`config.mk`:
```
export PLATFORM = sky130hd
export DESIGN_NAME = rmq_front
export DESIGN_NICKNAME = d
export VERILOG_FILES = /design/src/hw/rtl/rmq_pkg.sv /design/src/hw/rtl/rmq_front.sv
export SDC_FILE = /design/constraint.sdc
export NUM_CORES = 1
export LEC_CHECK = 0
export BUFFER_PORTS_ARGS = -buffer_cell sky130_fd_sc_hd__buf_2
export CAP_MARGIN = 5
export CORE_MARGIN = 2
export CORE_UTILIZATION = 45
export DETAILED_ROUTE_END_ITERATION = 8
export PLACE_DENSITY_LB_ADDON = 0.05
export SLEW_MARGIN = 5
export SYNTH_ARGS = -nofsm -noshare
export SYNTH_HDL_FRONTEND = slang
export SYNTH_SLANG_ARGS = --single-unit
```
`constraint.sdc`:
```
create_clock -name i_clk -period 7.9 [get_ports i_clk]
set_input_delay 0.395 -clock i_clk [delete_from_list [all_inputs] [get_ports i_clk]]
set_output_delay 0.395 -clock i_clk [all_outputs]
set_load 0.01 [all_outputs]
```
`src/hw/rtl/rmq_pkg.sv`:
```
// shared types and constants for the matrix to quaternion converter
package rmq_pkg;

    localparam int ElemW  = 18;
    localparam int CandW  = 20;
    localparam int DiffW  = 19;
    localparam int OutMax = 131071;
    localparam int OutMin = -131072;

    typedef enum logic [1:0] {
        PART_W = 2'd0,
        PART_X = 2'd1,
        PART_Y = 2'd2,
        PART_Z = 2'd3
    } t_part;

endpackage

```
`src/hw/rtl/rmq_front.sv`:
```
// candidate forming, largest pick, off-diagonal terms and sqrt argument
module rmq_front #(
    parameter int FRAC_BITS = 16,
    parameter int AW        = 20
) (
    input  logic                              i_clk,
    input  logic                              i_en,
    input  logic signed [rmq_pkg::ElemW-1:0]  i_m [9],
    output logic        [AW-1:0]              o_arg,
    output rmq_pkg::t_part                    o_part,
    output logic signed [rmq_pkg::DiffW-1:0]  o_d [3]
);

    logic signed [rmq_pkg::CandW-1:0] r_c [4];
    logic signed [rmq_pkg::DiffW-1:0] r_s [6];
    logic signed [rmq_pkg::DiffW-1:0] n_s [6];

    always_comb begin
        n_s[0] = rmq_pkg::DiffW'(i_m[5]) - rmq_pkg::DiffW'(i_m[7]);
        n_s[1] = rmq_pkg::DiffW'(i_m[6]) - rmq_pkg::DiffW'(i_m[2]);
        n_s[2] = rmq_pkg::DiffW'(i_m[1]) - rmq_pkg::DiffW'(i_m[3]);
        n_s[3] = rmq_pkg::DiffW'(i_m[1]) + rmq_pkg::DiffW'(i_m[3]);
        n_s[4] = rmq_pkg::DiffW'(i_m[6]) + rmq_pkg::DiffW'(i_m[2]);
        n_s[5] = rmq_pkg::DiffW'(i_m[5]) + rmq_pkg::DiffW'(i_m[7]);
    end

    always_ff @(posedge i_clk) begin
        if (i_en) begin
            r_c[0] <= rmq_pkg::CandW'(i_m[0]) + rmq_pkg::CandW'(i_m[4])
                + rmq_pkg::CandW'(i_m[8]);
            r_c[1] <= rmq_pkg::CandW'(i_m[0]) - rmq_pkg::CandW'(i_m[4])
                - rmq_pkg::CandW'(i_m[8]);
            r_c[2] <= rmq_pkg::CandW'(i_m[4]) - rmq_pkg::CandW'(i_m[0])
                - rmq_pkg::CandW'(i_m[8]);
            r_c[3] <= rmq_pkg::CandW'(i_m[8]) - rmq_pkg::CandW'(i_m[0])
                - rmq_pkg::CandW'(i_m[4]);
            r_s <= n_s;
        end
    end

    logic signed [rmq_pkg::CandW-1:0] best;
    rmq_pkg::t_part                   part;
    logic signed [AW:0]               argv;

    always_comb begin
        best = r_c[0];
        part = rmq_pkg::PART_W;
        if (r_c[1] > best) begin
            best = r_c[1];
            part = rmq_pkg::PART_X;
        end
        if (r_c[2] > best) begin
            best = r_c[2];
            part = rmq_pkg::PART_Y;
        end
        if (r_c[3] > best) begin
            best = r_c[3];
            part = rmq_pkg::PART_Z;
        end
        argv = (AW+1)'(best) + ((AW+1)'(1) <<< FRAC_BITS);
    end

    // negative sqrt argument clamps at zero
    always_ff @(posedge i_clk) begin
        if (i_en) begin
            o_arg  <= argv[AW] ? '0 : argv[AW-1:0];
            o_part <= part;
            unique case (part)
                rmq_pkg::PART_W: o_d <= '{r_s[0], r_s[1], r_s[2]};
                rmq_pkg::PART_X: o_d <= '{r_s[3], r_s[4], r_s[0]};
                rmq_pkg::PART_Y: o_d <= '{r_s[3], r_s[5], r_s[1]};
                default:         o_d <= '{r_s[4], r_s[5], r_s[2]};
            endcase
        end
    end

endmodule

```
======== Yosys cells after proc, flatten, opt, wreduce, memory -nomap -nowiden ========
Memory sizes are Yosys's and may differ from the RTL's.
Cells that the tools add are included.
operators by class
  reduce and logical (&&, ||, !) cells .... 1
  multiplexer cells ....................... 9
  $add $sub $neg .......................... 15
  equality and inequality tests ........... 2
  order comparisons ....................... 3
operators with widths
  cell                                                                    count
  57-bit one-hot mux with 3 select lines                                  1
  18-bit by 18-bit subtractor with 19-bit output                          6
  18-bit by 18-bit adder with 19-bit output                               4
  20-bit greater-than comparator                                          3
  20-bit 2-to-1 mux                                                       3
  19-bit by 18-bit subtractor with 20-bit output                          3
  20-bit by 18-bit adder with 21-bit output (second input constant)       1
  19-bit by 18-bit adder with 20-bit output                               1
  2-bit 2-to-1 mux                                                        2
  1-bit 2-to-1 mux                                                        3
  2-bit by 1-bit equality test with 1-bit output (second input constant)  1
  2-bit equality test (second input constant)                             1
  2-bit zero test                                                         1
storage, ports and cells
  RAM bits ................................ 80
  bits in registers ....................... 193
  input bits .............................. 164
  memories ................................ 1
  output and inout bits ................... 79
memory list
  name  words  width  rd ports  clocked after Yosys merged registers in  write ports  line             RTL
  r_c   4      20     4         0                                        4            rmq_front.sv:14  logic signed [rmq_pkg::CandW-1:0] r_c [4];

======== Logic depth before layout (Yosys ltp) ========
An unclocked memory read counts as a cell.
  depth after elaboration ................. 9
  mapped depth ............................ 42
  mapped depth without buffers ............ 36

======== Least setup slack after synthesis ========
OpenSTA, ideal clock, no wires.
  kind .................................... flip-flop to flip-flop
  from .................................... memory r_c[1][19] in the netlist's numbering
  to ...................................... register o_arg[16], data pin
  path slack .............................. 0.000 ns
  data required time ...................... 7.637 ns
  arrival time ............................ 7.637 ns
  library setup time ...................... 0.263 ns
  cell stages (with the launch flop) ...... 39
  cell sequence ........................... edfxtp_1 -> ha_1 -> buf_4 -> nand4_2 -> nor4_2 -> a21boi_2 -> nor3_1 -> mux2_4 -> clkbuf_1 -> buf_1 -> mux2i_1 -> ha_1 -> and4_1 -> a21oi_1 -> nand2_1 -> a221oi_1 -> o21ai_0 -> o21bai_1 -> [3 not listed] -> buf_2 -> mux2i_1 -> ha_1 -> a21o_1 -> a21o_1 -> a21o_1 -> a21o_1 -> a21o_1 -> a211oi_1 -> o21ai_0 -> mux2_2 -> o21a_1 -> clkbuf_1 -> o21ai_1 -> ha_1 -> a21oi_4 -> buf_6 -> nor2_1
RTL lines
  element                 line             RTL
  start: declaration      rmq_front.sv:14
  end signal: assignment  rmq_front.sv:66  o_arg <= argv[AW] ? '0 : argv[AW-1:0];
  end: declaration        rmq_front.sv:9   output logic [AW-1:0] o_arg,

==> summary.md <==
| Metric | Value |
|---|---|
| Status | completed |
| Final hold viol count | 0 |
| CTS buffer count | 31 |
| Later-pin clock latency in the skew report | 570 ps |
| Crit start category | flip-flop |
| Net Count, Synth | roughly 2600 |
| Die Ht | ~220 um |
| H-tree depth | 1 |
| Type of the worst setup path | flip-flop to flip-flop |
| 1st-pass router iterations | 5 |
| Final min period | ~7400 ps |
| Seq/Total Area, Yosys | 38.68% |
| Skew final | 18.21 ps |
| Vias in the first global route | 14886 |
| Post-synth EDFFs | between 200 and 300 |
| Core Area | around 46000 um^2 |
| Worst rel slew slack | 26.01% |
| RePlAce Congestion | slightly below 0.9 |
| # setup viols final | 0 |
| Site Rows | 79 |
| Power density over the cells | around 360 nW/um^2 |
| Detailed Place HPWL | 41.29 mm |
| Synth cell types | between 60 and 70 |
| Iter 0 DRT Violations | between 1000 and 1500 |
| Post-Route WL | slightly above 50 mm |
| Die W | between 200 and 250 um |
| Hold WS | 238.5 ps |
| Worst-Margin Slew | 1110 ps |
| Grt met3 use | 3.119% |
| Area Overhead vs Synth | 13.99% |
| Mapped Area | between 20000 and 25000 um^2 |
| Slew Limit Fails | 0 |
| Busiest grt layer | met2 |
| # IOs | between 200 and 250 |
| Final #Nets | approximately 2800 |
| Synth Register Bits | between 200 and 300 |
| Initial Util | 45.31% |
| CTS max path bufs | 3 |
| Leakage power | approximately 11 nW |
| Top cell type's share of synthesized area | 38.68% |
| WP data arrival | ~8000 ps |
| Synthesis warning total | 0 |
| Vias | approximately 15000 |
| Layout cells sized above 1 | roughly 14% |
| Largest cells by area after synthesis | edfxtp_1 39%, ha_1 15%, fa_1 7.5% |
| DRC | 0 |
| Tcrit/Tclk final | around 93% |
| Routed len/inst | ~18 um |
| Met2 Track Usage GR | approximately 34% |
| Crit path largest cell delay | around 420 ps |
| Ys flop type | edfxtp_1 |
| Yosys top cell by area | edfxtp_1 |
| Hold/Removal Path Class | input pin to flip-flop |
| Max Fclk | 135.5 MHz |
| CP Max Fanout | 25 |
| CP max-delay cell | edfxtp_1 |
| First-pass GRT wire length | between 70 and 80 mm |
| Total grt overflow | 0 |
| CTS tree | built |
| Total track usage | a little over a fifth |
| Antenna Nets Post-Route | 0 |
| CP endpoint kind | flip-flop |
| Clk sinks | 270 |
| GR Util met1 | 31.23% |
| Post-synth top cells | 279 x inv_1, 270 x edfxtp_1, 249 x ha_1, 185 x o21ai_0, 147 x nand2_1 |
| Post-synthesis instance total | just over 2000 |
| Initial antenna violation count | 6 |
| Reg-to-reg slack, setup | around 520 ps |
| Count leader, synth | inv_1 |
| Via density | roughly 5.3 |
| Fraction of registers with async set or reset after synthesis | 0% |
| Clk slew on worst S/H paths | ~60 ps |
| Buffers on Ports | 242 |
| Largest net degree at the start of global routing | around 140 |
| CTS root buffer | clkbuf_16 |
| Syn avg cell area | roughly 10 um^2 |
| MaxCap Viol Count | 0 |
| Critical Path RT | a little over 8000 ps |
| Total Power | 0.008606 W |
| VDD IR max | approximately 0.42 mV |
| Die footprint | slightly below 50000 um^2 |
worst max-delay path, delay by kind of cell (launching register included):
kind            cells  cell delay (ps)
flops               1              420
compound gates     13             2450
simple gates        7             1520
buf+inv             2              260
mux                 4             1330
fa+ha+maj           4             1200
worst paths after layout:
path	start	end	cells past startpoint
max	r_c[1][19]$_DFFE_PP_	o_arg[19]$_SDFFCE_PP0P_	30
min	i_m[108]	r_s[76]$_DFFE_PP_	3
max reg2reg	r_c[1][19]$_DFFE_PP_	o_arg[19]$_SDFFCE_PP0P_	30
min reg2reg	r_s[10]$_DFFE_PP_	o_d[29]$_DFFE_PP_	2
routing by layer:
layer / vias up / part of all wire, %
li1: 7701 / -
met1: 7357 / 48
met2: 329 / 45
met3: 61 / 4.7
met4: 8 / 1.7
met5: - / 0.098
report_power, final:
group	switching [W]	leakage, nW	internal (W)
clock	0.000555	0.429	0.000743
combinational	0.00283	7.77	0.00190
sequential	0.000254	2.65	0.00232
registers in the layout, summed over array words and instances, names as in the netlist:
signal,count
r_c,80
o_arg,20
o_d,57
o_part,2
r_s,111
cells in the final DEF, fill, tap and decap left out, types with 10 or more instances in the layout:
cell type,Yosys,final
and3_1,25,25
o21bai_1,22,22
nor2b_1,34,34
nand2b_1,19,19
fa_1,79,79
nand3_1,18,18
nor3_1,15,14
ha_1,249,247
clkbuf_16,0,31
nand4_1,13,13
edfxtp_1,270,270
o21ai_0,185,184
a21boi_0,23,23
nor2_1,141,141
buf_2,5,241
inv_1,279,279
mux2i_1,56,53
o22ai_1,20,20
a21oi_1,146,146
a21o_1,43,43
nand2_1,147,147
xor2_1,35,35
xnor2_1,95,95
buf_4,3,10
o21a_1,14,13
area by class of cell:
cell class                 count  area (um^2)
antenna                        1        2.502
clock buffer                  38        802.0
clock inverter                13        95.09
fill                        4310        22370
inverter                     279         1047
multi-input combinational   1479        11700
sequential                   270         8108
tap                          607        759.5
timing repair buffer         256         1376
per-stage QoR:
stage                     std cells  utilization, %  TNS [ps]  instance area [um^2]  setup slack [ps]
after floorplan                2067               -         0                 20960             140.2
after global placement         2884           49.41         0                 22860             235.5
after detailed placement       2884           49.41         0                 22860             63.86
after CTS                      2935           51.35         0                 23750             30.77
after global routing           2943           51.65    -21.37                 23890            -21.37
final                          2943           51.65         0                 23890             520.8
kinds of logic after synthesis:
family,count (synthesis),synth area share (%)
AO/OA/AOI/OAI,523,15.05
XOR/XNOR,130,5.432
adder cells (fa/ha/maj),328,22.41
buffers and inverters,319,5.832
flip-flops,270,38.68
multiplexers,65,3.212
AND/OR/NAND/NOR,432,9.384
timing repair:
item                       CTS  global route
setup endpoints to repair    0            78
setup buffers                0             6
hold buffers                 0             0
resized for setup            0            16
(Power assumes the default switching activity.)
